--- src/rtl/core/lz78_pkg.sv ---
`timescale 1ns / 1ps
// Shared constants and control/status types for the LZ78 phrase parser.
// Used by lz78_ctrl, lz78_dp and lz78_phrase_parser.
package lz78_pkg;

    localparam int MAX_NODES     = 4096;
    // Power of two: the home slot is taken from product bits directly.
    localparam int TABLE_SLOTS   = 8192;
    localparam int POSITION_BITS = 24;

    localparam int SYM_W    = 8;
    localparam int OFFSET_W = 24;
    localparam int NODE_W   = $clog2(MAX_NODES);
    localparam int CNT_W    = $clog2(MAX_NODES + 1);
    localparam int SLOT_W   = $clog2(TABLE_SLOTS);
    localparam int KEY_W    = NODE_W + SYM_W;
    // valid + key + child
    localparam int ENTRY_W  = 1 + KEY_W + NODE_W;

    // Multiplicative hash; only the low HASH_W product bits are ever used.
    localparam int          HASH_SHIFT = 7;
    localparam int          HASH_W     = SLOT_W + HASH_SHIFT;
    localparam logic [31:0] HASH_MULT  = 32'd2654435761;

    typedef struct packed {
        logic clear;    // write one blank entry of the table sweep
        logic load;     // capture the input item and its home slot
        logic advance;  // step to the next slot of the probe run
        logic take_hit; // follow the matched edge
        logic commit;   // store the new edge if there is room and load the result register
    } ctrl_cmd_t;

    typedef struct packed {
        logic clear_done;
        logic hit;
        logic miss;
        logic out_free;
    } dp_status_t;

endpackage

--- src/rtl/core/lz78_ctrl.sv ---
`timescale 1ns / 1ps
// Sequencer for the LZ78 phrase parser: table sweep, accept, probe, commit.
// Depends on lz78_pkg for the command and status types.
module lz78_ctrl
    import lz78_pkg::*;
(
    input  logic       aclk,
    input  logic       aresetn,
    input  logic       s_valid,
    output logic       s_ready,
    input  dp_status_t status,
    output ctrl_cmd_t  cmd
);

    typedef enum logic [1:0] {
        ST_CLEAR,
        ST_IDLE,
        ST_READ,
        ST_LOOK
    } state_t;

    state_t state_reg;
    state_t state_next;

    always_comb begin
        state_next = state_reg;
        cmd        = '0;
        s_ready    = 1'b0;
        case (state_reg)
            ST_CLEAR: begin
                cmd.clear = 1'b1;
                if (status.clear_done) begin
                    state_next = ST_IDLE;
                end
            end
            ST_IDLE: begin
                s_ready = 1'b1;
                if (s_valid) begin
                    cmd.load   = 1'b1;
                    state_next = ST_READ;
                end
            end
            ST_READ: begin
                state_next = ST_LOOK;
            end
            ST_LOOK: begin
                if (status.hit) begin
                    cmd.take_hit = 1'b1;
                    state_next   = ST_IDLE;
                end else if (status.miss) begin
                    // hold here until the result register can take the phrase
                    if (status.out_free) begin
                        cmd.commit = 1'b1;
                        state_next = ST_IDLE;
                    end
                end else begin
                    cmd.advance = 1'b1;
                end
            end
            default: begin
                state_next = ST_CLEAR;
            end
        endcase
    end

    always_ff @(posedge aclk) begin
        if (!aresetn) begin
            state_reg <= ST_CLEAR;
        end else begin
            state_reg <= state_next;
        end
    end

endmodule

--- config.mk ---
export PLATFORM = sky130hd
export DESIGN_NAME = lz78_ctrl
export DESIGN_NICKNAME = d
export VERILOG_FILES = /design/src/rtl/core/lz78_pkg.sv /design/src/rtl/core/lz78_ctrl.sv
export SDC_FILE = /design/constraint.sdc
export NUM_CORES = 1
export LEC_CHECK = 0
export BUFFER_PORTS_ARGS = -buffer_cell sky130_fd_sc_hd__buf_2
export CAP_MARGIN = 20
export CORE_AREA = 4 4 41 43
export CTS_BUF_LIST = sky130_fd_sc_hd__clkbuf_2 sky130_fd_sc_hd__clkbuf_4 sky130_fd_sc_hd__clkbuf_8
export DETAILED_ROUTE_END_ITERATION = 7
export DIE_AREA = 0 0 45 47
export PLACE_DENSITY = 0.39
export SLEW_MARGIN = 30
export SYNTH_ARGS = -nofsm -noshare
export SYNTH_HDL_FRONTEND = slang
export SYNTH_SLANG_ARGS = --single-unit
--- constraint.sdc ---
create_clock -name aclk -period 1.3 [get_ports aclk]
set_clock_uncertainty 0.15 [all_clocks]
set_input_delay 0.26 -clock aclk [delete_from_list [all_inputs] [get_ports aclk]]
set_output_delay 0.26 -clock aclk [all_outputs]
set_load 0.1 [all_outputs]
Word-level counts from Yosys, hierarchy flattened. Index checks and enable logic that the tools add are counted. Widths: inputs -> output; s select.

Input bits: 7. Register bits: 2. Output and inout port bits: 6.

Eq/ne operators: 7. Reduce and logical (&&, ||, !) cells: 2. Multiplexer cells: 17.

Operator list (number): $mux 1 (10); $mux 2 (5); $pmux 2 s4 (1); $ne 3x3->1 const B (2); $eq 2x2->1 const B (2); $ne 2x2->1 const B (2); $reduce_and 4->1 (1); $mux 3 (1); $eq 2x1->1 const B (1); $logic_not 2->1 (1).

Longest topological paths before layout. Gate-level depths: netlist of run 1.

Word-level depth: 4. Mapped depth: 4.

Worst setup path after synthesis of run 1. No wires, ideal clock.

Path type: register to output. Start: register state_reg[0]. End: output port cmd[0] (netlist bit). Buffers on the path: 0. Path slack: -1.157 ns. Arrival: 2.047 ns. Stages on the path, launching flop included: 4. Cells stage by stage: dfxtp_1 ha_1 or2b_1 nor2_1.

RTL lines: start: declaration (line lz78_ctrl.sv:22) `state_t state_reg;`; start signal: assignment (line lz78_ctrl.sv:70) `state_reg <= state_next;`; end: declaration (line lz78_ctrl.sv:12) `output ctrl_cmd_t cmd`.

==> impl_metrics.sql, run 1 <==
INSERT INTO impl_metrics (metric_group, metric, value, unit) VALUES
('worst_hold_path', 'hp-start', 'aresetn', ''),
('sta', 'report.final.hold_viol_count', '0', ''),
('sta', 'max_slew.worst_pin.slew', '0.267', 'ns'),
('yosys', 'yosys_warnings', '0', ''),
('worst_setup_path', 'critical_r2r_launch', 'state_reg[0]$_SDFFE_PN0P_', ''),
('route', 'initialDrtViolationCount', '2', ''),
('yosys', 'post_synthesis_cell_count', '24', ''),
('finish', 'largest_register_ffs', '2', ''),
('worst_setup_path', 'critical_path.reg2reg.endpoint', 'state_reg[0]$_SDFFE_PN0P_', ''),
('sta', 'setup_viol_count_final', '8', ''),
('worst_setup_path', 'critical_path_capture_point_type', 'output pin', ''),
('yosys', 'synth.top_cells.by_area', 'sky130_fd_sc_hd__ha_1, sky130_fd_sc_hd__dfxtp_1, sky130_fd_sc_hd__mux2i_1', ''),
('die', 'core_area', '0.00130', 'mm2'),
('route', 'routed_wire_length_per_instance', '9.51', 'um'),
('sta', 'timing.final.ws_setup', '-0.372', 'ns'),
('sta', 'worst_slew_margin_rel', '0.822', ''),
('worst_setup_path', 'critPathLaunchType', 'flop', ''),
('placed_design', 'port-buffer-count', '12', ''),
('die', 'floorplan.die_area', '0.00212', 'mm2'),
('worst_setup_path', 'critPathKind', 'reg2out', ''),
('pwr', 'powerDensity', '2090', 'mW/mm2'),
('die', 'initial_core_utilization', '0.147', ''),
('yosys', 'synth_top_area_frac', '0.261', ''),
('placed_design', 'dpl.cell_count', '56', ''),
('sta', 'min_period_over_period', '1.29', ''),
('flow_run', 'max_cap_viols', '0', ''),
('worst_setup_path', 'crit_path_top_delay_cell', 'sky130_fd_sc_hd__dfxtp_4', ''),
('global_route', 'antenna_found_initial', '0', ''),
('finish', 'layoutNonFillerInstCount', '63', ''),
('worst_setup_path', 'slowest_delay', '0.35', 'ns'),
('route', 'route.detailed.vias_per_inst', '3.97', ''),
('yosys', 'synthesis.nets', '35', ''),
('worst_setup_path', 'path_cells', 'ha_4, or2b_4, nor2_4, buf_12', ''),
('clock_tree', 'root_buffer', 'sky130_fd_sc_hd__clkbuf_4', ''),
('die', 'die_h', '47', 'um'),
('finish', 'antenna-diode-count', '0', ''),
('worst_setup_path', 'worst-endpoint-arrival', '1.26', 'ns'),
('die', 'floorplan.rows', '13', ''),
('yosys', 'ys_ff_latch', '2', ''),
('outcome', 'failed_checks', 'setup timing', ''),
('global_route', 'first_global_vias', '259', ''),
('pwr', 'leakage', '0.241', 'nW'),
('finish', 'layout-drive-gt1-share', '0.729', ''),
('clock_tree', 'cts_tree', 'yes', ''),
('global_route', 'maximum_number_of_pins_on_one_net_before_global_route_repair', '5', ''),
('route', 'final_antenna_net_count', '0', ''),
('sta', 'post-route-min-period', '1.67', 'ns'),
('yosys', 'avgSynthCellArea', '7.98', 'um2'),
('clock_tree', 'clock_sink_count', '2', ''),
('worst_setup_path', 'crit_required', '0.89', 'ns'),
('placed_design', 'place_ws', '-0.200', 'ns'),
('sta', 'maxClockFrequency', '598', 'MHz'),
('worst_setup_path', 'worst-r2r-cell-count', '6', ''),
('route', 'wl', '599', 'um'),
('clock_tree', 'insertion_delay', '0.23', 'ns'),
('placed_design', 'post_place_instance_area', '467', 'um2'),
('yosys', 'ys_types', '12', ''),
('clock_tree', 'h-tree-depth', '1', ''),
('clock_tree', 'clockBufferDepth', '2', ''),
('yosys', 'post-synth-top-area-cell', 'sky130_fd_sc_hd__ha_1', ''),
('worst_hold_path', 'hold-path-cell-count', '3', ''),
('sta', 'timing.setup.tns', '-2.49', 'ns'),
('worst_setup_path', 'cp_max_fo', '2', ''),
('die', 'design.portCount', '13', ''),
('finish', 'flow.area_growth_from_synthesis', '174', '%'),
('worst_hold_path', 'timing.hold.worst.class', 'in2reg', ''),
('global_route', 'first_pass_grt_wire_length', '972', 'um'),
('sta', 'unrepaired_setup_endpoints_after_global_routing', 'true', ''),
('outcome', 'outcome', 'finished, violations left', ''),
('yosys', 'synth_area', '191', 'um2'),
('worst_hold_path', 'min_delay_worst_endpoint', 'state_reg[1]$_SDFFE_PN0P_', '');
-- cell usage after synthesis --
master and count:
sky130_fd_sc_hd__ha_1 4, sky130_fd_sc_hd__inv_1 4, sky130_fd_sc_hd__nand2_1 4, sky130_fd_sc_hd__dfxtp_1 2
sky130_fd_sc_hd__mux2i_1 2, sky130_fd_sc_hd__nor2_1 2, sky130_fd_sc_hd__a222oi_1 1, sky130_fd_sc_hd__and2_1 1
sky130_fd_sc_hd__and2_2 1, sky130_fd_sc_hd__nand2b_1 1, sky130_fd_sc_hd__nor2b_1 1, sky130_fd_sc_hd__or2b_1 1
-- cell type report --
type,instances,area (um2)
flip-flops and latches,2,47.5
well taps,15,18.8
clock buffers,3,22.5
repair buffers,21,221
inverters,4,17.5
multi-input cells,18,196
fillers,142,777
-- per-layer routing --
metal / GRT usage / part of all wire / vias up
li1: - / - / 125
met5: 0 / 0 / -
met4: 0.0877 / 0.023 / 0
met3: 0.0115 / 0.13 / 2
met1: 0.0609 / 0.33 / 108
met2: 0.119 / 0.51 / 15
-- logic make-up after synthesis --
group	synth area share
adder cells (fa/ha/maj)	0.261
AO/OA/AOI/OAI	0.0523
AND/OR/NAND/NOR	0.294
flip-flops	0.209
multiplexers	0.105
buffers and inverters	0.0784
-- worst max-delay path by stage --
stage | startpoint | to
6_report | state_reg[1]$_SDFFE_PN0P_ | cmd[0]
5_1_grt | state_reg[1]$_SDFFE_PN0P_ | cmd[2]
4_1_cts | state_reg[1]$_SDFFE_PN0P_ | cmd[0]
3_5_place_dp | state_reg[0]$_SDFFE_PN0P_ | state_reg[0]$_SDFFE_PN0P_
3_3_place_gp | state_reg[0]$_SDFFE_PN0P_ | state_reg[1]$_SDFFE_PN0P_
2_1_floorplan | state_reg[0]$_SDFFE_PN0P_ | cmd[0]
-- power breakdown --
group          internal (W)  total [W]  switching (W)
combinational      0.000369   0.000843       0.000474
sequential        0.0000946   0.000115      0.0000202
clock              0.000102   0.000139      0.0000374
-- critical path, delay by kind of cell (launching register included) --
family / cells / cell delay, ns
buffers and inverters: 1 / 0.18
adders and majority gates: 1 / 0.12
and+or+nand+nor: 2 / 0.38
DFF: 1 / 0.35
-- metrics by stage --
stage	util	total power (W)	hold slack [ns]
floorplan	-	0.000656	0.245
global placement	0.359	0.000897	0.358
detailed placement	0.359	0.000907	0.371
CTS	0.403	0.00112	0.167
global route	0.403	0.00116	0.183
finish	0.403	0.00110	0.164
-- layout by cell type (no fill, tap or decap) --
| master | Yosys | layout |
|---|---|---|
| sky130_fd_sc_hd__buf_2 | 0 | 6 |
| sky130_fd_sc_hd__inv_4 | 0 | 1 |
| sky130_fd_sc_hd__or2b_4 | 0 | 1 |
| sky130_fd_sc_hd__nor2_4 | 0 | 2 |
| sky130_fd_sc_hd__clkbuf_4 | 0 | 3 |
| sky130_fd_sc_hd__ha_4 | 0 | 3 |
| sky130_fd_sc_hd__and2_4 | 0 | 2 |
| sky130_fd_sc_hd__buf_12 | 0 | 6 |
| sky130_fd_sc_hd__buf_6 | 0 | 1 |
| sky130_fd_sc_hd__mux2i_1 | 2 | 2 |
| sky130_fd_sc_hd__nand2_1 | 4 | 4 |
| sky130_fd_sc_hd__inv_1 | 4 | 3 |
| sky130_fd_sc_hd__buf_4 | 0 | 8 |
| sky130_fd_sc_hd__nand2b_1 | 1 | 1 |
| sky130_fd_sc_hd__nor2b_1 | 1 | 1 |
| sky130_fd_sc_hd__ha_1 | 4 | 1 |
| sky130_fd_sc_hd__a222oi_1 | 1 | 1 |
| sky130_fd_sc_hd__dfxtp_4 | 0 | 2 |
-- repair_timing --
| item | in CTS | in global routing |
|---|---|---|
| hold endpoints to repair | 0 | 0 |
| resized for setup | 2 | 0 |
| setup buffers | 4 | 0 |
| cloned | 0 | 0 |
| setup endpoints to repair | 8 | 8 |
| pin swaps | 1 | 0 |
Note: power is estimated with default switching activity, not from simulation.
==> run 2: changes to the inputs <==
CELL_PAD_IN_SITES_DETAIL_PLACEMENT = 0   (was unset)
CELL_PAD_IN_SITES_GLOBAL_PLACEMENT = 1   (was unset)
PLACE_DENSITY = 0.51   (was 0.39)
==> run 2 against run 1 <==
The run still ends with setup timing left. Critical endpoint unchanged. Design area is 0.95% lower. Global-route usage decreased by 0.32 points. Register-to-register slack barely moved. Critical path depth is the same. Count of clock-buffer cells in the layout unchanged. Largest cell class unchanged.
==> impl_metrics.sql, run 2 (same netlist as run 1, synthesis figures left out) <==
INSERT INTO impl_metrics (metric_group, metric, value, unit) VALUES
('finish', 'layoutNonFillerInstCount', '63', ''),
('pwr', 'combinationalPowerShare', '0.770', ''),
('pwr', 'power_frac_clock', '0.123', ''),
('pwr', 'vdd.ir_drop.worst', '0.659', 'mV'),
('route', 'routed_wire_length_per_instance', '9.49', 'um'),
('global_route', 'global_route.overflow_total', '0', ''),
('worst_setup_path', 'critical_r2r_launch', 'state_reg[0]$_SDFFE_PN0P_', ''),
('worst_setup_path', 'critical_path_capture_point_type', 'output pin', ''),
('clock_tree', 'clock_sink_count', '2', ''),
('route', 'wl', '598', 'um'),
('sta', 'report.final.hold_viol_count', '0', ''),
('clock_tree', 'cts_tree', 'yes', ''),
('worst_setup_path', 'cp_max_fo', '3', ''),
('route', 'final_antenna_net_count', '0', ''),
('global_route', 'maximum_number_of_pins_on_one_net_before_global_route_repair', '5', ''),
('worst_hold_path', 'timing.hold.worst.class', 'in2reg', ''),
('finish', 'layout-drive-gt1-share', '0.729', ''),
('finish', 'multi_input_comb_area', '195', 'um2'),
('global_route', 'first_pass_grt_wire_length', '917', 'um'),
('die', 'initial_core_utilization', '0.147', ''),
('die', 'chipWidth', '45', 'um'),
('pwr', 'p_int', '0.000562', 'W'),
('placed_design', 'globalplace.congestion', '0.690', ''),
('sta', 'unrepaired_setup_endpoints_after_global_routing', 'true', ''),
('finish', 'layout.cells.most_common_list', 'sky130_fd_sc_hd__buf_4, sky130_fd_sc_hd__buf_2, sky130_fd_sc_hd__buf_12', ''),
('worst_setup_path', 'critical_path.reg2reg.endpoint', 'state_reg[1]$_SDFFE_PN0P_', ''),
('die', 'design.portCount', '13', ''),
('outcome', 'failed_checks', 'setup timing', ''),
('sta', 'worst_slew_margin_rel', '0.824', ''),
('clock_tree', 'post_cts_resize_count', '0', ''),
('pwr', 'leakage', '0.239', 'nW'),
('clock_tree', 'clockBufferDepth', '2', ''),
('placed_design', 'place_ws', '-0.209', 'ns'),
('sta', 'report.final.slew_viol_count', '0', ''),
('pwr', 'seqPwrFrac', '0.107', ''),
('sta', 'setup_viol_count_final', '8', ''),
('flow_run', 'max_cap_viols', '0', ''),
('finish', 'n_fill_cell', '141', ''),
('worst_setup_path', 'critPathKind', 'reg2out', ''),
('global_route', 'antenna_found_initial', '0', ''),
('global_route', 'grt.total_usage', '0.0654', ''),
('pwr', 'power.switching', '0.000526', 'W'),
('route', 'routed-via-count', '244', ''),
('route', 'remaining_drc_errors', '0', ''),
('sta', 'min_period_over_period', '1.28', ''),
('clock_tree', 'postCtsHoldBufs', '0', ''),
('placed_design', 'port-buffer-count', '12', ''),
('route', 'initialDrtViolationCount', '8', ''),
('finish', 'register_area', '47.5', 'um2'),
('worst_setup_path', 'worst-r2r-cell-count', '6', ''),
('clock_tree', 'clkSlewWorstSetupHoldPaths', '0.03', 'ns'),
('worst_setup_path', 'slowest_delay', '0.35', 'ns'),
('placed_design', 'dpl.cell_count', '57', ''),
('die', 'floorplan.rows', '13', ''),
('pwr', 'power.switching_fraction', '0.484', ''),
('die', 'floorplan.die_area', '0.00212', 'mm2'),
('clock_tree', 'numCtsBuffers', '3', ''),
('worst_setup_path', 'worst-endpoint-arrival', '1.26', 'ns'),
('route', 'route.detailed.vias_per_inst', '3.87', ''),
('worst_setup_path', 'timing.critical_path.from', 'state_reg[1]$_SDFFE_PN0P_', ''),
('die', 'core_area', '0.00130', 'mm2'),
('outcome', 'outcome', 'finished, violations left', ''),
('pwr', 'powerDensity', '2090', 'mW/mm2'),
('finish', 'antenna-diode-count', '0', ''),
('worst_setup_path', 'crit_required', '0.89', 'ns'),
('route', 'drt_pre_antenna_iters', '4', ''),
('sta', 'maxClockFrequency', '599', 'MHz'),
('finish', 'finish.net_count', '61', ''),
('worst_setup_path', 'cp-endpoint', 'cmd[0]', ''),
('finish', 'flow.area_growth_from_synthesis', '171', '%'),
('worst_setup_path', 'critPathLaunchType', 'flop', ''),
('clock_tree', 'insertion_delay', '0.22', 'ns'),
('placed_design', 'dp.final_hpwl', '516', 'um'),
('clock_tree', 'h-tree-depth', '1', ''),
('worst_setup_path', 'crit_path_top_delay_cell', 'sky130_fd_sc_hd__dfxtp_4', ''),
('worst_setup_path', 'setup.reg_to_reg.worst_slack', '-0.28', 'ns'),
('clock_tree', 'root_buffer', 'sky130_fd_sc_hd__clkbuf_4', ''),
('worst_setup_path', 'path_cells', 'ha_4, or2b_4, nor2_4, buf_12', ''),
('sta', 'post-route-min-period', '1.67', 'ns'),
('sta', 'max_slew.worst_pin.slew', '0.265', 'ns'),
('finish', 'layout_commonest_cell', 'sky130_fd_sc_hd__buf_4', ''),
('die', 'die_h', '47', 'um'),
('finish', 'largest_register_ffs', '2', ''),
('global_route', 'first_global_vias', '256', ''),
('sta', 'timing.final.ws_setup', '-0.368', 'ns');
[run 2: layer usage]
| layer | GRT usage | vias to the layer above | part of all wire |
|---|---|---|---|
| met1 | 0.0542 | 103 | 0.39 |
| met4 | 0.0526 | 0 | 0.017 |
| met2 | 0.116 | 15 | 0.48 |
| met5 | 0 | - | 0 |
| li1 | - | 124 | - |
| met3 | 0.0345 | 2 | 0.11 |
[run 2: layout make-up]
cell class	count	area share
clock buffers	3	0.0434
repair buffers	21	0.419
multi-input cells	18	0.376
flip-flops and latches	2	0.0916
well taps	15	0.0361
inverters	4	0.0337
[run 2: power by group through the flow]
stage,Sequential [W],Clock [W],Combinational (W)
finish,0.000116,0.000134,0.000838
CTS,0.000115,0.000141,0.000850
global route,0.000118,0.000147,0.000880
floorplan,0.000134,0,0.000522
global placement,0.000136,0,0.000777
detailed placement,0.000139,0,0.000786
[run 2: how the worst min path moves through the flow]
stage,start,end,slack [ns],cells past startpoint
after floorplan,aresetn,state_reg[1]$_SDFFE_PN0P_,0.25,2
after global placement,state_reg[1]$_SDFFE_PN0P_,state_reg[1]$_SDFFE_PN0P_,0.36,2
after detailed placement,state_reg[1]$_SDFFE_PN0P_,state_reg[1]$_SDFFE_PN0P_,0.37,2
after CTS,aresetn,state_reg[0]$_SDFFE_PN0P_,0.17,3
after global routing,aresetn,state_reg[1]$_SDFFE_PN0P_,0.20,3
final,aresetn,state_reg[0]$_SDFFE_PN0P_,0.17,3
[run 2: critical path, delay by kind of cell, from the launching register on]
family	cells	cell delay, ns
adder cells (fa/ha/maj)	1	0.13
buffers and inverters	1	0.18
flip-flops	1	0.35
AND/OR/NAND/NOR	2	0.38
[run 2: timing repair]
| action | CTS | global route |
|---|---|---|
| buffers inserted | 3 | 0 |
| pin swaps | 0 | 0 |
| endpoints found under the hold margin | 0 | 0 |
| endpoints found under the setup margin | 8 | 8 |
[run 2: stage by stage]
step | utilization | hold WS [ns] | total power, W | setup TNS [ns] | instance area [um2]
6_report | 0.399 | 0.169 | 0.00109 | -2.37 | 519
5_1_grt | 0.399 | 0.199 | 0.00114 | -2.84 | 519
3_5_place_dp | 0.364 | 0.371 | 0.000926 | -0.745 | 474
4_1_cts | 0.399 | 0.172 | 0.00111 | -2.49 | 519
2_1_floorplan | - | 0.245 | 0.000656 | -1.67 | 260
3_3_place_gp | 0.364 | 0.357 | 0.000913 | -0.667 | 474
==> run 3: changes to the inputs <==
==> constraint.sdc (replaced) <==
create_clock -name aclk -period 1.3 [get_ports aclk]
set_clock_uncertainty 0.15 [all_clocks]
set_input_delay 0.065 -clock aclk [delete_from_list [all_inputs] [get_ports aclk]]
set_output_delay 0.065 -clock aclk [all_outputs]
set_load 0.1 [all_outputs]
==> run 3 against run 2 <==
The run still ends with setup timing left. Maximum frequency grew 11%. Design area up 0.72%. Wire length is 18% lower. Via count down 2.9%. Sequential power grew 13%. Total power is 4.8% higher. Die area unchanged. Global-route usage decreased by 0.63 points. Critical endpoint is now cmd[3]. Largest cell class unchanged. Largest power group unchanged.
==> impl_metrics.sql, run 3 (same netlist as run 1, synthesis figures left out) <==
INSERT INTO impl_metrics (metric_group, metric, value, unit) VALUES
('global_route', 'first_pass_grt_wire_length', '897', 'um'),
('route', 'remaining_drc_errors', '0', ''),
('pwr', 'seqPwrFrac', '0.115', ''),
('sta', 'timing.setup.tns', '-0.988', 'ns'),
('clock_tree', 'clock_sink_count', '2', ''),
('die', 'chipWidth', '45', 'um'),
('die', 'design.portCount', '13', ''),
('global_route', 'grt.total_usage', '0.0591', ''),
('route', 'route.detailed.vias_per_inst', '3.82', ''),
('worst_setup_path', 'crit_path_top_delay_cell', 'sky130_fd_sc_hd__dfxtp_4', ''),
('pwr', 'p_int', '0.000606', 'W'),
('pwr', 'vdd.ir_drop.worst', '0.775', 'mV'),
('pwr', 'powerDensity', '2180', 'mW/mm2'),
('placed_design', 'globalplace.congestion', '0.717', ''),
('clock_tree', 'h-tree-depth', '1', ''),
('worst_setup_path', 'cp_top_family', 'buffers and inverters', ''),
('finish', 'layout-drive-gt1-share', '0.723', ''),
('finish', 'antenna-diode-count', '0', ''),
('route', 'drt_pre_antenna_iters', '4', ''),
('clock_tree', 'numCtsBuffers', '3', ''),
('global_route', 'first_global_vias', '240', ''),
('die', 'floorplan.rows', '13', ''),
('worst_setup_path', 'critical_path_capture_point_type', 'output pin', ''),
('worst_setup_path', 'path_buf_inv', '3', ''),
('outcome', 'outcome', 'finished, violations left', ''),
('clock_tree', 'clockBufferDepth', '2', ''),
('placed_design', 'port-buffer-count', '12', ''),
('route', 'wl', '490', 'um'),
('finish', 'flow.area_growth_from_synthesis', '173', '%'),
('clock_tree', 'insertion_delay', '0.23', 'ns'),
('sta', 'max_slew.worst_pin.slew', '0.270', 'ns'),
('sta', 'report.final.hold_viol_count', '0', ''),
('finish', 'n_fill_cell', '136', ''),
('die', 'core_area', '0.00130', 'mm2'),
('flow_run', 'max_cap_viols', '0', ''),
('placed_design', 'place_ws', '-0.189', 'ns'),
('placed_design', 'post_place_instance_area', '448', 'um2'),
('sta', 'unrepaired_setup_endpoints_after_global_routing', 'true', ''),
('clock_tree', 'root_buffer', 'sky130_fd_sc_hd__clkbuf_4', ''),
('sta', 'maxClockFrequency', '663', 'MHz'),
('worst_setup_path', 'crit_required', '1.09', 'ns'),
('route', 'routed-via-count', '237', ''),
('global_route', 'global_route.overflow_total', '0', ''),
('pwr', 'power_frac_clock', '0.154', ''),
('clock_tree', 'clkSlewWorstSetupHoldPaths', '0.04', 'ns'),
('finish', 'layout.cells.most_common_list', 'sky130_fd_sc_hd__buf_2, sky130_fd_sc_hd__buf_12, sky130_fd_sc_hd__nand2_1, sky130_fd_sc_hd__clkbuf_4, sky130_fd_sc_hd__buf_4', ''),
('finish', 'fin_util', '0.402', ''),
('sta', 'post-route-min-period', '1.51', 'ns'),
('clock_tree', 'cts_tree', 'yes', ''),
('pwr', 'power.switching_fraction', '0.468', ''),
('route', 'final_antenna_net_count', '0', ''),
('worst_setup_path', 'critPathKind', 'reg2out', ''),
('sta', 'final.hold.worst_slack', '0.201', 'ns'),
('worst_setup_path', 'critPathLaunchType', 'flop', ''),
('route', 'routed_wire_length_per_instance', '7.90', 'um'),
('pwr', 'leakage', '0.235', 'nW'),
('sta', 'setup_viol_count_final', '6', ''),
('finish', 'largest_register_ffs', '2', ''),
('pwr', 'combinationalPowerShare', '0.731', ''),
('die', 'initial_core_utilization', '0.147', ''),
('worst_setup_path', 'cp_max_fo', '4', ''),
('finish', 'finish.net_count', '59', ''),
('global_route', 'maximum_number_of_pins_on_one_net_before_global_route_repair', '5', ''),
('die', 'floorplan.die_area', '0.00212', 'mm2'),
('pwr', 'power.switching', '0.000534', 'W'),
('worst_setup_path', 'path_cells', 'buf_6, ha_4, buf_4, and2_4, buf_12', ''),
('die', 'die_h', '47', 'um'),
('worst_hold_path', 'timing.hold.worst.class', 'in2reg', ''),
('worst_setup_path', 'slowest_delay', '0.35', 'ns'),
('sta', 'report.final.slew_viol_count', '0', ''),
('route', 'initialDrtViolationCount', '2', ''),
('placed_design', 'dp.final_hpwl', '424', 'um'),
('sta', 'timing.final.ws_setup', '-0.208', 'ns'),
('sta', 'worst_slew_margin_rel', '0.820', ''),
('sta', 'min_period_over_period', '1.16', ''),
('finish', 'stdcell_area', '523', 'um2'),
('outcome', 'failed_checks', 'setup timing', ''),
('worst_setup_path', 'worst-endpoint-arrival', '1.29', 'ns'),
('global_route', 'antenna_found_initial', '0', '');
-- run 3: worst register-to-register path: stages (launching register included) --
cell and delay (ns):
sky130_fd_sc_hd__dfxtp_4 0.35, sky130_fd_sc_hd__buf_6 0.12, sky130_fd_sc_hd__ha_4 0.14, sky130_fd_sc_hd__a222oi_1 0.27, sky130_fd_sc_hd__buf_4 0.18, sky130_fd_sc_hd__mux2i_1 0.17
-- run 3: routing by layer --
| layer | share of wire | track usage | routed length, um |
|---|---|---|---|
| met2 | 0.43 | 0.0904 | 212 |
| met4 | 0 | 0.0351 | 0 |
| met3 | 0.16 | 0.0421 | 79 |
| met5 | 0 | 0 | 0 |
| met1 | 0.40 | 0.0588 | 198 |
-- run 3: path summary, 6_finish.rpt --
| check | startpoint | end | slack [ns] | depth (start not counted) |
|---|---|---|---|---|
| worst max-delay path | state_reg[0]$_SDFFE_PN0P_ | cmd[3] | -0.21 | 5 |
| worst min-delay path | status[3] | state_reg[0]$_SDFFE_PN0P_ | 0.20 | 5 |
| worst max register to register | state_reg[0]$_SDFFE_PN0P_ | state_reg[1]$_SDFFE_PN0P_ | -0.17 | 5 |
| worst min register to register | state_reg[1]$_SDFFE_PN0P_ | state_reg[1]$_SDFFE_PN0P_ | 0.36 | 2 |
-- run 3: timing repair --
action,in CTS,in global routing
buffers inserted,1,0
endpoints found under the setup margin,8,8
gates cloned,0,0
hold buffers,1,0
gates resized for setup,5,2
hold endpoints to repair,2,0
pin swaps,3,3
-- run 3: per-stage QoR --
step | cells | power [W]
floorplan | 24 | 0.000645
global placement | 56 | 0.000908
detailed placement | 56 | 0.000907
CTS | 62 | 0.00114
global route | 62 | 0.00121
finish | 62 | 0.00114
-- run 3: power by group through the flow --
stage                     combinational [W]  sequential [W]  clock [W]
after floorplan                    0.000521        0.000124          0
after global placement             0.000783        0.000124          0
after detailed placement           0.000782        0.000125          0
after CTS                          0.000828        0.000130   0.000185
after global routing               0.000877        0.000135   0.000195
final                              0.000833        0.000131   0.000175
-- run 3: layout make-up --
cell class              count  area, um2  share of cell area
repair buffers             19        213               0.407
flip-flops and latches      2       47.5              0.0909
inverters                   4       17.5              0.0335
well taps                  15       18.8              0.0359
clock buffers               4       30.0              0.0574
multi-input cells          18        196               0.376
